### src/design/lfsb_pkg.sv
// Shared types, constants and state encodings for the lidar frame scan binner.
package lfsb_pkg;

  localparam int SCAN_ENTRIES_DEF = 720;

  // Width of the angle numerator start*(n-1-j) + end*j for 16-bit angles and 8-bit weights.
  localparam int NUM_W = 24;
  // Width of the divisor 360*(n-1), with n-1 at most 254.
  localparam int DEN_W = 17;
  // Width of the entry index field on the result channel.
  localparam int IDX_OUT_W = 10;

  localparam logic [7:0]       HDR_FIRST  = 8'h55;
  localparam logic [7:0]       HDR_SECOND = 8'hAA;
  localparam logic [DEN_W-1:0] DEG_FULL   = 17'd360;

  localparam logic CMD_BYTE    = 1'b0;
  localparam logic CMD_READ    = 1'b1;
  localparam logic KIND_SAMPLE = 1'b0;
  localparam logic KIND_READ   = 1'b1;

  typedef struct packed {
    logic       cmd;
    logic [7:0] rx_byte;
    logic [9:0] read_index;
  } in_item_t;

  typedef struct packed {
    logic        kind;
    logic [9:0]  entry_index;
    logic [15:0] distance;
  } out_item_t;

  // Everything the index calculation needs for one distance sample.
  typedef struct packed {
    logic [7:0]  n1;
    logic [7:0]  j;
    logic [15:0] start_angle;
    logic [15:0] stop_angle;
    logic [15:0] dist_val;
  } sample_t;

  typedef enum logic [3:0] {
    PH_HUNT,
    PH_HDR2,
    PH_TYPE,
    PH_COUNT,
    PH_START_LO,
    PH_START_HI,
    PH_END_LO,
    PH_END_HI,
    PH_CHK1,
    PH_CHK2,
    PH_DIST_LO,
    PH_DIST_HI
  } phase_t;

  typedef enum logic [2:0] {
    B_IDLE,
    B_NUM,
    B_SCALE,
    B_START1,
    B_DIV1,
    B_MOD,
    B_FIN
  } bin_state_t;

  typedef enum logic [1:0] {
    ST_IDLE,
    ST_READ,
    ST_CALC,
    ST_EMIT
  } top_state_t;

endpackage

### src/design/lfsb_parser.sv
// Frame parser: header search, frame fields and assembly of little-endian distances.
module lfsb_parser (
  input  logic              clk,
  input  logic              rst_n,
  input  logic              byte_en,
  input  logic [7:0]        rx_byte,
  output logic              at_sample,
  output lfsb_pkg::sample_t sample
);
  import lfsb_pkg::*;

  phase_t     phase_r, phase_nxt;
  logic [7:0] total_r;
  logic [7:0] number_r;
  logic [15:0] start_r;
  logic [15:0] stop_r;
  logic [7:0] low_r;

  logic ld_total, ld_low, ld_start, ld_stop, inc_number;

  always_comb begin
    phase_nxt = phase_r;
    if (byte_en) begin
      case (phase_r)
        PH_HUNT: begin
          if (rx_byte == HDR_FIRST) phase_nxt = PH_HDR2;
        end
        PH_HDR2: begin
          if (rx_byte == HDR_SECOND) phase_nxt = PH_TYPE;
          else if (rx_byte != HDR_FIRST) phase_nxt = PH_HUNT;
        end
        PH_TYPE:     phase_nxt = PH_COUNT;
        PH_COUNT:    phase_nxt = PH_START_LO;
        PH_START_LO: phase_nxt = PH_START_HI;
        PH_START_HI: phase_nxt = PH_END_LO;
        PH_END_LO:   phase_nxt = PH_END_HI;
        PH_END_HI:   phase_nxt = PH_CHK1;
        PH_CHK1:     phase_nxt = PH_CHK2;
        PH_CHK2:     phase_nxt = (total_r == 8'd0) ? PH_HUNT : PH_DIST_LO;
        PH_DIST_LO:  phase_nxt = PH_DIST_HI;
        PH_DIST_HI: begin
          phase_nxt = ((number_r + 8'd1) >= total_r) ? PH_HUNT : PH_DIST_LO;
        end
        default:     phase_nxt = PH_HUNT;
      endcase
    end
  end

  always_comb begin
    ld_total   = byte_en && (phase_r == PH_COUNT);
    ld_low     = byte_en && ((phase_r == PH_START_LO) || (phase_r == PH_END_LO) ||
                             (phase_r == PH_DIST_LO));
    ld_start   = byte_en && (phase_r == PH_START_HI);
    ld_stop    = byte_en && (phase_r == PH_END_HI);
    inc_number = byte_en && (phase_r == PH_DIST_HI);
    at_sample  = (phase_r == PH_DIST_HI);
  end

  always_ff @(posedge clk) begin
    if (!rst_n) begin
      phase_r  <= PH_HUNT;
      total_r  <= '0;
      number_r <= '0;
      start_r  <= '0;
      stop_r   <= '0;
      low_r    <= '0;
    end else begin
      phase_r <= phase_nxt;
      if (ld_total) begin
        total_r  <= rx_byte;
        number_r <= '0;
      end
      if (ld_low)     low_r    <= rx_byte;
      if (ld_start)   start_r  <= {rx_byte, low_r};
      if (ld_stop)    stop_r   <= {rx_byte, low_r};
      if (inc_number) number_r <= number_r + 8'd1;
    end
  end

  // A frame of one sample sits at the start angle, which the general form gives with
  // n-1 taken as one and j as zero.
  always_comb begin
    sample.n1          = (total_r < 8'd2) ? 8'd1 : (total_r - 8'd1);
    sample.j           = (total_r < 8'd2) ? 8'd0 : number_r;
    sample.start_angle = start_r;
    sample.stop_angle  = stop_r;
    sample.dist_val    = {rx_byte, low_r};
  end

endmodule

### config.mk
export PLATFORM = sky130hd
export DESIGN_NAME = lfsb_parser
export DESIGN_NICKNAME = d
export VERILOG_FILES = /design/src/design/lfsb_pkg.sv /design/src/design/lfsb_parser.sv
export SDC_FILE = /design/constraint.sdc
export NUM_CORES = 1
export LEC_CHECK = 0
export BUFFER_PORTS_ARGS = -buffer_cell sky130_fd_sc_hd__buf_2
export CORE_MARGIN = 8
export CORE_UTILIZATION = 57
export DETAILED_ROUTE_END_ITERATION = 8
export GPL_ROUTABILITY_DRIVEN = 0
export GPL_TIMING_DRIVEN = 0
export HOLD_SLACK_MARGIN = 0.12
export PLACE_DENSITY_LB_ADDON = 0.2
export REMOVE_ABC_BUFFERS = 1
export SYNTH_ARGS = -nofsm -noshare
export SYNTH_HDL_FRONTEND = slang
export SYNTH_SLANG_ARGS = --single-unit
### constraint.sdc
create_clock -name clk -period 6.6 [get_ports clk]
set_input_delay 0.33 -clock clk [delete_from_list [all_inputs] [get_ports clk]]
set_output_delay 0.33 -clock clk [all_outputs]
set_load 0.05 [all_outputs]
==> flow_metrics.env <==
export IMPL_port_buffers=75
export IMPL_power_share_sequential=0.462
export IMPL_r2r_slack_ns=4.20
export IMPL_ys_warnings_count=0
export IMPL_cts_resized=0
export IMPL_hp_class="in -> reg"
export IMPL_cp_top_family="simple AND/OR/NAND/NOR gates"
export IMPL_reg2reg_to="phase_r[3]"
export IMPL_critPathCaptureType="flip-flop"
export IMPL_drt_iter0_drc=173
export IMPL_status="completed"
export IMPL_clockBufferDepth=2
export IMPL_ff_latch_area_um2=1200
export IMPL_die_area_um2=8090
export IMPL_wirelength_um=7000
export IMPL_tightest_slew_ns=0.886
export IMPL_period_share=0.363
export IMPL_startpoint="number_r[0]"
export IMPL_ys_ff_latch=60
export IMPL_cts_hold_buf=0
export IMPL_reg2regPathDepth=9
export IMPL_syn2layout_area_growth_pct=16.6
export IMPL_cts_sinks=60
export IMPL_final_common_cell="buf_2"
export IMPL_crit_buf_inv=0
export IMPL_synth_edff_count=0
export IMPL_cp_arrival_ns=2.62
export IMPL_grt_total_usage=0.172
export IMPL_crit_slowest_cell="o41a_1"
export IMPL_clk_latency_ns=0.34
export IMPL_swShare=0.207
export IMPL_finalHoldViolCount=0
export IMPL_htree_levels=3
export IMPL_grt_max_degree=62
export IMPL_grt_ovfl_total=0
export IMPL_power_density_nw_per_um2=216
export IMPL_postSynthCellCount=333
export IMPL_clock_skew_ns=0.00698
export IMPL_coreArea_um2=5410
export IMPL_grt_pass1_vias=2375
export IMPL_initial_core_util=0.576
export IMPL_relSlewSlack=0.410
export IMPL_p_leak_nw=1.63
export IMPL_die_h_um=89.9
export IMPL_wl_per_cell_um=14.9
export IMPL_path_depth=9
export IMPL_synth_flop_cell="dfxtp_1"
export IMPL_worstSetupPathType="reg -> reg"
export IMPL_worst_path_max_fanout=6
export IMPL_fillers=461
export IMPL_first_pass_iters=4
export IMPL_antennaDiodeCount=0
export IMPL_drv_slew=0
export IMPL_power_internal_w=0.000622
export IMPL_cpPeakStageDelay_ns=0.45
export IMPL_multiInputGateArea_um2=1700
export IMPL_nNetsFinal=414
export IMPL_p_switching_w=0.000163
export IMPL_setup_viol=0
export IMPL_worstPathRequired_ns=6.83
export IMPL_cts_reportedPaths_clkPinSlew_ns=0.07
export IMPL_row_count=27
export IMPL_synthesis_area_um2=3120
export IMPL_power_frac_clock=0.497
export IMPL_path_cells="and3_1, nand3_1, nor2_1, xor2_1, ha_1, nand2_1, o41a_1, nor4_1, o21ai_1"
export IMPL_fmax_mhz=417
export IMPL_combinationalPowerShare=0.041
export IMPL_grt_pass1_wl_um=11600
export IMPL_ys_seq_area_frac=0.386
export IMPL_postRouteAntennaNets=0
export IMPL_synth_async_reset_ratio=0
export IMPL_rsz0062_at_grt="false"
export IMPL_cts_root_buffer="clkbuf_8"
export IMPL_reg2reg_from="number_r[0]"
export IMPL_drive_above_1_share=0.281
export IMPL_drc=0
export IMPL_cp_endpoint="phase_r[3]"
export IMPL_place_hpwl_um=4910
export IMPL_cp_start_kind="flip-flop"
export IMPL_antenna_found_initial=0
export IMPL_vias=2465
export IMPL_tritoncts="done"
export IMPL_final_cell_mix="75 x buf_2, 60 x dfxtp_1, 44 x nor2b_1"
export IMPL_irDropWorstVdd_mv=0.164
export IMPL_drv_cap=0
export IMPL_synth_area_per_cell_um2=9.36
export IMPL_finalPower_w=0.000785
export IMPL_ios=76
export IMPL_die_w_um=89.9
export IMPL_setup_tns_ns=0
export IMPL_cts_setup_buffers=0
export IMPL_viasPerCell=5.24
export IMPL_period_needed_ns=2.40
export IMPL_yosysUniqueCellTypes=56
export IMPL_cts_buffers=9
## registers in the layout, summed over array words and instances (netlist names)
signal    count
total_r       8
stop_r       16
start_r      16
low_r         8
phase_r       4
number_r      8
## cell families (layout without fill, tap and decap cells)
| family | after synthesis | after routing | share of synthesized area |
|---|---|---|---|
| flip-flops | 60 | 60 | 0.386 |
| multiplexers | 33 | 33 | 0.106 |
| AND/OR/NAND/NOR | 138 | 138 | 0.260 |
| AO/OA/AOI/OAI | 47 | 47 | 0.110 |
| buffers and inverters | 35 | 100 | 0.0699 |
| adder cells (fa/ha/maj) | 10 | 10 | 0.0402 |
| XOR/XNOR | 10 | 10 | 0.0281 |
## layer usage
metal | up-vias | part of all wire | GRT usage
li1 | 1245 | - | -
met1 | 1144 | 0.46 | 0.208
met2 | 62 | 0.46 | 0.266
met3 | 14 | 0.062 | 0.0549
met4 | 0 | 0.018 | 0.0915
met5 | - | 0 | 0
## worst register-to-register path: cells and delay by family, from the launching register on
family,cells,cell delay (ns)
AO/OA/AOI/OAI,2,0.53
XOR/XNOR,1,0.11
adder cells (fa/ha/maj),1,0.31
flip-flops,1,0.44
AND/OR/NAND/NOR,5,0.90
## power by group through the flow
stage | logic [W] | clock network (W) | registers [W]
6_report | 0.0000323 | 0.000390 | 0.000362
5_1_grt | 0.0000340 | 0.000411 | 0.000362
4_1_cts | 0.0000324 | 0.000394 | 0.000362
3_5_place_dp | 0.0000322 | 0 | 0.000370
3_3_place_gp | 0.0000321 | 0 | 0.000370
2_1_floorplan | 0.00000724 | 0 | 0.000370
## stage by stage
stage               worst slack (ns)  instances  area (um^2)  hold slack (ns)   util
floorplan                       4.45        307         2930            0.448      -
global placement                4.26        454         3400            0.439  0.628
detailed placement              4.24        454         3400            0.445  0.628
CTS                             4.21        470         3630            0.290  0.671
global route                    4.03        470         3630            0.310  0.672
finish                          4.20        470         3630            0.290  0.672
## how the worst min path moves through the flow
stage,cells after the start,slack (ns),endpoint,start
2_1_floorplan,1,0.45,number_r[5],rst_n
3_3_place_gp,2,0.44,stop_r[12],stop_r[12]
3_5_place_dp,2,0.44,stop_r[14],stop_r[14]
4_1_cts,3,0.29,stop_r[9],rx_byte[1]
5_1_grt,3,0.31,stop_r[10],rx_byte[2]
6_report,3,0.29,stop_r[10],rx_byte[2]
## synthesized netlist by cell type, types with 2 or more instances
master,number,area (um^2)
and4b_1,2,20.0
a21boi_1,10,75.1
nor4_1,4,25.0
nor2b_1,44,275
buf_2,3,15.0
nand3_1,6,30.0
nand2_1,42,158
a21oi_1,6,30.0
xor2_1,3,26.3
ha_1,10,125
xnor2_1,7,61.3
mux2i_1,33,330
clkbuf_1,6,22.5
nor3_1,2,10.0
o21ai_1,2,10.0
o21a_1,4,30.0
inv_1,8,30.0
dfxtp_1,60,1200
nor3b_2,2,25.0
buf_4,12,90.1
and3_1,3,18.8
nor2_2,3,18.8
nand2b_1,2,12.5
and2_4,8,70.1
a21boi_0,6,45.0
nor2_1,7,26.3
buf_6,5,56.3
a22oi_1,5,37.5
## area by class of cell
cell class,count,share of cell area
Clock inverter,5,0.0275
Inverter,9,0.00930
Clock buffer,11,0.0362
Tap cell,72,0.0248
Sequential cell,60,0.331
Multi-Input combinational cell,238,0.468
Timing Repair Buffer,75,0.103
Note: power is estimated with default switching activity, not from simulation.
