`src/design/lfsb_pkg.sv`:
```
// Shared types, constants and state encodings for the lidar frame scan binner.
package lfsb_pkg;

  localparam int SCAN_ENTRIES_DEF = 720;

  // Width of the angle numerator start*(n-1-j) + end*j for 16-bit angles and 8-bit weights.
  localparam int NUM_W = 24;
  // Width of the divisor 360*(n-1), with n-1 at most 254.
  localparam int DEN_W = 17;
  // Width of the entry index field on the result channel.
  localparam int IDX_OUT_W = 10;

  localparam logic [7:0]       HDR_FIRST  = 8'h55;
  localparam logic [7:0]       HDR_SECOND = 8'hAA;
  localparam logic [DEN_W-1:0] DEG_FULL   = 17'd360;

  localparam logic CMD_BYTE    = 1'b0;
  localparam logic CMD_READ    = 1'b1;
  localparam logic KIND_SAMPLE = 1'b0;
  localparam logic KIND_READ   = 1'b1;

  typedef struct packed {
    logic       cmd;
    logic [7:0] rx_byte;
    logic [9:0] read_index;
  } in_item_t;

  typedef struct packed {
    logic        kind;
    logic [9:0]  entry_index;
    logic [15:0] distance;
  } out_item_t;

  // Everything the index calculation needs for one distance sample.
  typedef struct packed {
    logic [7:0]  n1;
    logic [7:0]  j;
    logic [15:0] start_angle;
    logic [15:0] stop_angle;
    logic [15:0] dist_val;
  } sample_t;

  typedef enum logic [3:0] {
    PH_HUNT,
    PH_HDR2,
    PH_TYPE,
    PH_COUNT,
    PH_START_LO,
    PH_START_HI,
    PH_END_LO,
    PH_END_HI,
    PH_CHK1,
    PH_CHK2,
    PH_DIST_LO,
    PH_DIST_HI
  } phase_t;

  typedef enum logic [2:0] {
    B_IDLE,
    B_NUM,
    B_SCALE,
    B_START1,
    B_DIV1,
    B_MOD,
    B_FIN
  } bin_state_t;

  typedef enum logic [1:0] {
    ST_IDLE,
    ST_READ,
    ST_CALC,
    ST_EMIT
  } top_state_t;

endpackage

```
`src/design/lfsb_div.sv`:
```
// Restoring divider that produces one quotient bit per cycle.
module lfsb_div #(
  parameter int DW = 34,
  parameter int VW = 17
) (
  input  logic          clk,
  input  logic          rst_n,
  input  logic          start,
  input  logic [DW-1:0] dividend,
  input  logic [VW-1:0] divisor,
  output logic          done,
  output logic [DW-1:0] quotient
);
  import lfsb_pkg::*;

  localparam int CW = $clog2(DW + 1);

  logic          busy_r;
  logic          done_r;
  logic [CW-1:0] cnt_r;
  logic [DW-1:0] quo_r;
  logic [VW-1:0] rem_r;
  logic [VW-1:0] dsr_r;

  logic [VW:0] shifted;
  logic [VW:0] diff;
  logic        fits;

  always_comb begin
    shifted = {rem_r, quo_r[DW-1]};
    diff    = shifted - {1'b0, dsr_r};
    fits    = (shifted >= {1'b0, dsr_r});
  end

  always_ff @(posedge clk) begin
    if (!rst_n) begin
      busy_r <= 1'b0;
      done_r <= 1'b0;
      cnt_r  <= '0;
    end else begin
      done_r <= 1'b0;
      if (start) begin
        busy_r <= 1'b1;
        cnt_r  <= CW'(DW);
      end else if (busy_r) begin
        cnt_r <= cnt_r - 1'b1;
        if (cnt_r == CW'(1)) begin
          busy_r <= 1'b0;
          done_r <= 1'b1;
        end
      end
    end
  end

  always_ff @(posedge clk) begin
    if (start) begin
      quo_r <= dividend;
      rem_r <= '0;
      dsr_r <= divisor;
    end else if (busy_r) begin
      quo_r <= {quo_r[DW-2:0], fits};
      rem_r <= fits ? diff[VW-1:0] : shifted[VW-1:0];
    end
  end

  assign done     = done_r;
  assign quotient = quo_r;

endmodule

```
`src/design/lfsb_binner.sv`:
```
// Scan index calculation: angle numerator, scaling, floor division and wrap to the scan size.
module lfsb_binner #(
  parameter int ENTRIES = lfsb_pkg::SCAN_ENTRIES_DEF,
  parameter int IW      = 10
) (
  input  logic              clk,
  input  logic              rst_n,
  input  logic              start,
  input  lfsb_pkg::sample_t smp,
  output logic              done,
  output logic [IW-1:0]     idx
);
  import lfsb_pkg::*;

  localparam int EW = $clog2(ENTRIES + 1);
  localparam int DW = NUM_W + EW;
  localparam logic [DW-1:0] ENT_D = DW'(ENTRIES);
  // The quotient never reaches 183 scan sizes, so conditional subtraction of the scan size
  // times 128, 64, ... 1 leaves the wrapped index.
  localparam logic [2:0]    MOD_STEP_TOP = 3'd7;

  bin_state_t state_r, state_nxt;

  logic [7:0]       n1_r;
  logic [7:0]       j_r;
  logic [15:0]      start_r;
  logic [15:0]      stop_r;
  logic [NUM_W-1:0] num_r;
  logic [DEN_W-1:0] den_r;
  logic [DW-1:0]    scaled_r;
  logic [DW-1:0]    mod_r;
  logic [2:0]       step_r;

  logic [7:0]       wgt_a;
  logic [NUM_W-1:0] prod_a;
  logic [NUM_W-1:0] prod_b;
  logic [NUM_W:0]   num_sum;
  logic [DW-1:0]    mod_sub;
  logic [DW-1:0]    mod_diff;
  logic             mod_fits;

  logic             div_start;
  logic             div_done;
  logic [DW-1:0]    div_quo;

  // With j never above n-1 the numerator is a weighted sum of the two angles and stays
  // non-negative, so the floor division is an ordinary unsigned one.
  always_comb begin
    wgt_a   = n1_r - j_r;
    prod_a  = start_r * wgt_a;
    prod_b  = stop_r * j_r;
    num_sum = {1'b0, prod_a} + {1'b0, prod_b};
  end

  always_comb begin
    mod_sub  = ENT_D << step_r;
    mod_fits = (mod_r >= mod_sub);
    mod_diff = mod_r - mod_sub;
  end

  always_comb begin
    state_nxt = state_r;
    case (state_r)
      B_IDLE:   if (start) state_nxt = B_NUM;
      B_NUM:    state_nxt = B_SCALE;
      B_SCALE:  state_nxt = B_START1;
      B_START1: state_nxt = B_DIV1;
      B_DIV1:   if (div_done) state_nxt = B_MOD;
      B_MOD:    if (step_r == 3'd0) state_nxt = B_FIN;
      B_FIN:    state_nxt = B_IDLE;
      default:  state_nxt = B_IDLE;
    endcase
  end

  always_comb begin
    div_start = 1'b0;
    done      = 1'b0;
    case (state_r)
      B_START1: div_start = 1'b1;
      B_FIN:    done = 1'b1;
      default:  div_start = 1'b0;
    endcase
  end

  always_ff @(posedge clk) begin
    if (!rst_n) begin
      state_r <= B_IDLE;
    end else begin
      state_r <= state_nxt;
    end
  end

  always_ff @(posedge clk) begin
    if (start && (state_r == B_IDLE)) begin
      n1_r    <= smp.n1;
      j_r     <= smp.j;
      start_r <= smp.start_angle;
      stop_r  <= smp.stop_angle;
    end
    if (state_r == B_NUM) begin
      num_r <= num_sum[NUM_W-1:0];
      den_r <= DEN_W'(n1_r) * DEG_FULL;
    end
    if (state_r == B_SCALE) begin
      scaled_r <= DW'(num_r) * ENT_D;
    end
    if ((state_r == B_DIV1) && div_done) begin
      mod_r  <= div_quo;
      step_r <= MOD_STEP_TOP;
    end
    if (state_r == B_MOD) begin
      if (mod_fits) mod_r <= mod_diff;
      step_r <= step_r - 3'd1;
    end
  end

  lfsb_div #(
    .DW (DW),
    .VW (DEN_W)
  ) u_div (
    .clk       (clk),
    .rst_n     (rst_n),
    .start     (div_start),
    .dividend  (scaled_r),
    .divisor   (den_r),
    .done      (div_done),
    .quotient  (div_quo)
  );

  assign idx = mod_r[IW-1:0];

endmodule

```
`config.mk`:
```
export PLATFORM = sky130hd
export DESIGN_NAME = lfsb_binner
export DESIGN_NICKNAME = d
export VERILOG_FILES = /design/src/design/lfsb_pkg.sv /design/src/design/lfsb_div.sv /design/src/design/lfsb_binner.sv
export SDC_FILE = /design/constraint.sdc
export NUM_CORES = 1
export LEC_CHECK = 0
export ABC_AREA = 0
export BUFFER_PORTS_ARGS = -buffer_cell sky130_fd_sc_hd__buf_2
export CORE_MARGIN = 3
export CORE_UTILIZATION = 50
export CTS_CLUSTER_DIAMETER = 60
export DETAILED_ROUTE_END_ITERATION = 10
export PLACE_DENSITY = 0.69
export SLEW_MARGIN = 10
export SYNTH_ARGS = -nofsm -noshare
export SYNTH_HDL_FRONTEND = slang
export SYNTH_SLANG_ARGS = --single-unit
```
`constraint.sdc`:
```
create_clock -name clk -period 14.6 [get_ports clk]
set_input_delay 1.46 -clock clk [delete_from_list [all_inputs] [get_ports clk]]
set_output_delay 1.46 -clock clk [all_outputs]
set_load 0.005 [all_outputs]
```
==> results.md, run 1 <==
- Status: finished, final reports clean
- Synth async-reset ratio: 0%
- TNS Setup: 0 ns
- Setup Viol. Count Final: 0
- Register area: 6290 um^2
- Cts hold-fix bufs: 0
- Yosys cell types: 84
- Ports: 78
- Final core utilization: 55.3%
- WL final: 45,900 um
- Clock tree buffer depth: 3
- Netlist Area Pre-Place: 22,200 um^2
- EDFF count, synth: 170
- Largest net degree at the start of global routing: 51
- WL met2: 23,300 um
- Met3 WL post-DR: 2050 um
- Layout Nets: 2,834
- Final ANT Viol Nets: 0
- Synth-to-Final Area Change: 8.20%
- Relative slew slack: 25.7%
- Clock Skew: 0.0194 ns
- DR pass1 iterations: 5
- Flops & latches, synth: 229
- Hold_ws: 0.416 ns
- Syn_nets: 2,802
- Clock Pin Slew Worst Setup and Hold Paths: 0.06 ns
- CTS sink count: 229
- Count of max-cap constraint violations: 0
- Top cells by area, synth: fa_1 (24%), edfxtp_1 (23%), ha_1 (11%)
- M1 WL: 19,100 um
- Avg Cell Area, Syn: 9.75 um^2
- Post-CTS resize count: 0
- Hpwl dp: 35,500 um
- Slowest cell delay on critical path: 0.75 ns
- Global placement routability congestion: 0.864
- Critical path class: register to register
- Wire per inst: 15.7 um
- Antenna violations before repair: 0
- CP arrival: 8.67 ns
- Top cell type's share of synthesized area: 23.6%
- CTS tree: built
- Die H: 217 um
- Finished Layout Cells: 2,918
- Main flop type after synthesis: edfxtp_1
- Worst r2r src: j_r[0]
- Worst Max-Slew Pin Slew: 1.11 ns
- Min Tclk post-route: 8.37 ns
- RSZ-0062 raised after global routing: no
- Hold Startpoint: den_r[10]
- Final hold vios: 0
- WP data required: 14.90 ns
- Filler Cell Count: 3,845
- Initial DRC Count: 895
- Worst Path Buf+Inv: 5
- CTS Root Cell: clkbuf_16
- Ant diodes: 0
- Critical Path End Type: register
- # port buffers: 61
- Yosys top cell by area: fa_1
- Placed cell count: 2,862
- Crit start category: register
- Fmax: 119 MHz
- Area of the multi-input gates: 13,900 um^2
- Final Cycle Share: 57.4%
- Core area: 43,500 um^2
- Post-CTS Setup Bufs: 0
- Clk_lat worst skew: 0.59 ns
- Slowest cell on crit path: edfxtp_1
- First-pass GRT wire length: 79,900 um
- Initial Utilization: 51.1%
- Via Count: 15,622
- Overall Global Routing Usage: 20.5%
- CP Max Fanout: 17
- CP Launch Point: j_r[0]
- Most used cell, CP: fa_1
- Die W: 217 um
- Layout cell share with drive strength beyond 1: 7.16%
- Hold crit path type: register to register
- Slew Viols, Final: 0
- GRT overflow: 0
- Post-synthesis sequential area ratio: 28.3%
- Yosys warnings: 0
- Cell Rows: 76
- Vias in the first global route: 16,697
- DR vias/cell: 5.35
- Die area: 47,000 um^2
- CTS HTree Levels: 1
- Synthesized instance count: 2,277
- Top sig layer: met4
- Detailed-route DRC error count: 0
- Clock buffer count from CTS: 30
- Top delay family on crit path: adder cells
[synthesized netlist by cell type, drive strengths merged, types with 5 or more instances]
cell and count:
a21oi 81, edfxtp 170, o31a 6, a211oi 9, dfxtp 59, o311ai 6, o21a 15, nand3 36
or2 13, o21ai 51, a31o 5, o31ai 5, xor2 29, nand2 305, nor2b 15, and2 129
a21boi 6, nand2b 20, buf 26, a21o 18, nor2 82, o211ai 7, and3 13, nor3 21
fa 262, nor4 5, inv 450, a31oi 16, or3 8, nor3b 5, nand4 9, xnor2 45
a2111oi 7, ha 196, mux2i 27, clkbuf 50
[final cells by class]
type / count / area share, %
multi-input combinational: 1522 / 57.9
sequential: 229 / 26.2
inverter: 450 / 7.03
clock buffer: 35 / 3.33
tap: 585 / 3.05
timing repair buffer: 76 / 1.74
clock inverter: 21 / 0.792
[worst reg2reg max path, delay by kind of cell, from the launching register on]
kind                     cells  cell delay (ns)
flip-flops                   1             0.75
buffers and inverters        5             0.45
AND/OR/NAND/NOR              3             0.26
AO/OA/AOI/OAI                9             2.25
XOR/XNOR                     2             0.26
adder cells (fa/ha/maj)      9             4.12
[cells in the final DEF (no fill, tap or decap), drive strengths merged, types with 7 or more instances in the layout]
| cell type | count |
|---|---|
| a21oi | 81 |
| xnor2 | 45 |
| o21a | 15 |
| or3 | 8 |
| nand4 | 9 |
| and2 | 129 |
| nor3 | 21 |
| fa | 262 |
| ha | 196 |
| mux2i | 27 |
| a21o | 18 |
| buf | 76 |
| xor2 | 29 |
| and3 | 13 |
| edfxtp | 170 |
| nand2b | 20 |
| nand3 | 36 |
| a211oi | 9 |
| a31oi | 16 |
| a2111oi | 7 |
| clkbuf | 35 |
| o21ai | 51 |
| o211ai | 7 |
| nor2 | 82 |
| clkinv | 13 |
| nor2b | 15 |
| dfxtp | 59 |
| inv | 456 |
| or2 | 13 |
| nand2 | 305 |
[flip-flops by register name, summed over array words and instances (netlist names)]
signal,count
start_r,16
state_r,3
mod_r,34
j_r,8
u_div.busy_r,1
u_div.cnt_r,6
u_div.rem_r,17
n1_r,8
stop_r,16
den_r,14
scaled_r,30
u_div.done,1
u_div.quotient,34
num_r,24
step_r,3
u_div.dsr_r,14
[cells by family after synthesis]
kind of cell / after synthesis / synth area share (%)
buf+inv: 526 / 9.21
flops: 229 / 28.3
mux: 31 / 1.45
xor+xnor: 74 / 2.92
simple gates: 679 / 14.8
fa+ha+maj: 458 / 34.7
compound gates: 280 / 8.65
[stage by stage]
stage          area [um^2]  worst slack, ns
6_report             24000             6.23
5_1_grt              24000             5.62
4_1_cts              24000             6.19
3_5_place_dp         23000             6.24
3_3_place_gp         23000             6.33
2_1_floorplan        22200             6.98
[metal layers]
layer	vias to the layer above	track usage [%]
li1	7409	-
met1	7736	25.6
met2	385	36.9
met3	92	2.26
met4	0	7.00
met5	-	0
[final timing paths]
check / end / slack, ns / cells after the start
worst min register to register: u_div.dsr_r[10] / 0.42 / 0
worst max register to register: num_r[23] / 6.23 / 28
worst min-delay path: u_div.dsr_r[10] / 0.42 / 0
worst max-delay path: num_r[23] / 6.23 / 28
Power of run 1 is left out: the tool's default activity adds up to more than one toggle a clock period on the data nets, which glitch-free logic cannot reach.
==> run 2: changes to the inputs <==
==> constraint.sdc (replaced) <==
create_clock -name clk -period 8 [get_ports clk]
set_input_delay 0.8 -clock clk [delete_from_list [all_inputs] [get_ports clk]]
set_output_delay 0.8 -clock clk [all_outputs]
set_load 0.005 [all_outputs]
==> run 2 against run 1 <==
Net effect:
- count of clock-buffer cells in the layout down 1
- maximum frequency up 10%
- sequential cell count unchanged
- global-route usage down 0.30 points
- first-iteration DRC count down 11%
- clock skew down 0.0063 ns
- worst hold slack worse by 0.016 ns
==> results.md, run 2 (synthesis results as in run 1) <==
- Slew Viols, Final: 0
- GRT overflow: 0
- WL final: 45,300 um
- Slowest cell on crit path: fa_1
- Initial DRC Count: 794
- Overall Global Routing Usage: 20.2%
- Final Cycle Share: 95.2%
- Count of max-cap constraint violations: 0
- Worst Max-Slew Pin Slew: 1.10 ns
- Commonest non-fill, non-tap cell in the layout: inv_1
- Vias in the first global route: 16,578
- Clock tree buffer depth: 3
- Antenna violations before repair: 0
- CTS HTree Levels: 1
- DR pass1 iterations: 5
- Final instance area: 24,100 um^2
- Clock Pin Slew Worst Setup and Hold Paths: 0.06 ns
- Pre-CTS setup slack: 0.147 ns
- Initial Utilization: 51.1%
- CTS sink count: 229
- Clock Skew: 0.0131 ns
- Largest net degree at the start of global routing: 51
- Fmax: 131 MHz
- WP data required: 8.30 ns
- Setup Viol. Count Final: 0
- CTS tree: built
- Final core utilization: 55.5%
- Ports: 78
- Critical path class: register to register
- First-pass GRT wire length: 79,000 um
- CP Max Fanout: 6
- CTS Root Cell: clkbuf_16
- Clock buffer count from CTS: 29
- Layout cell share with drive strength beyond 1: 7.57%
- CP arrival: 7.92 ns
- Final ANT Viol Nets: 0
- Wire per inst: 15.5 um
- Via Count: 15,620
- Setup ws final: 0.383 ns
- Die area: 47,000 um^2
- Hold crit path type: input port to register
- Slowest cell delay on critical path: 0.54 ns
- Detailed-route DRC error count: 0
- Min Tclk post-route: 7.62 ns
- Synth-to-Final Area Change: 8.69%
- Global placement routability congestion: 0.885
- Hpwl dp: 35,800 um
- Layout Nets: 2,841
- DR vias/cell: 5.34
- Clk_lat worst skew: 0.58 ns
- Status: finished, final reports clean
- # port buffers: 61
- Critical Path End Type: register
- DP Area: 23,100 um^2
- Final hold vios: 0
- Die W: 217 um
- Most used cell, CP: fa_1
- Most frequent cells in the layout: inv_1 (449), nand2_1 (305), fa_1 (262)
- Cts hold-fix bufs: 0
- Core area: 43,500 um^2
- Reg-to-reg setup timing slack: 0.38 ns
- Die H: 217 um
- Relative slew slack: 26.4%
- Cell Rows: 76
- Crit start category: register
==> run 2: changes by cell type in the layout (fill, tap and decap cells not counted), sizes merged <==
cell    delta
buf        +8
clkinv     -4
bufinv     +3
diode      +2
clkbuf     -1
==> run 2: repair_timing <==
action                                  CTS  global route
gates resized for setup                   0            11
endpoints found under the setup margin    0             7
setup buffers                             0             1
==> run 2: metal layers <==
metal	track usage, %	routed length (um)
met3	2.59	1980
met5	0	0
met4	6.94	1650
met1	25.4	19300
met2	35.8	22300
==> run 2: layout make-up <==
type	instances	area, um^2
Antenna cell	2	5.00
Fill cell	3808	19300
Sequential cell	229	6290
Clock buffer	34	754
Multi-Input combinational cell	1522	13900
Inverter	450	1690
Clock inverter	20	241
Tap cell	585	732
Timing Repair Buffer	84	482
==> run 2: path summary, 6_finish.rpt <==
path / startpoint / endpoint / depth (start not counted)
worst max-delay path: n1_r[0] / num_r[23] / 28
worst min-delay path: smp[61] / n1_r[5] / 1
worst max register to register: n1_r[0] / num_r[23] / 28
worst min register to register: den_r[10] / u_div.dsr_r[10] / 0
==> run 2: critical path: cells and delay by family (launching register included) <==
family,cells,cell delay [ns]
buffers and inverters,5,0.29
AO/OA/AOI/OAI,9,2.07
adder cells (fa/ha/maj),9,4.02
flip-flops,1,0.43
XOR/XNOR,2,0.26
AND/OR/NAND/NOR,3,0.26
==> run 2: through the flow <==
step	instances	hold WS, ns	TNS [ns]
after floorplan	2277	0.400	0
after global placement	2869	0.402	0
after detailed placement	2869	0.405	0
after CTS	2923	0.366	0
after global routing	2924	0.372	-0.00727
final	2926	0.400	0
Power of run 2 is left out for the same reason.
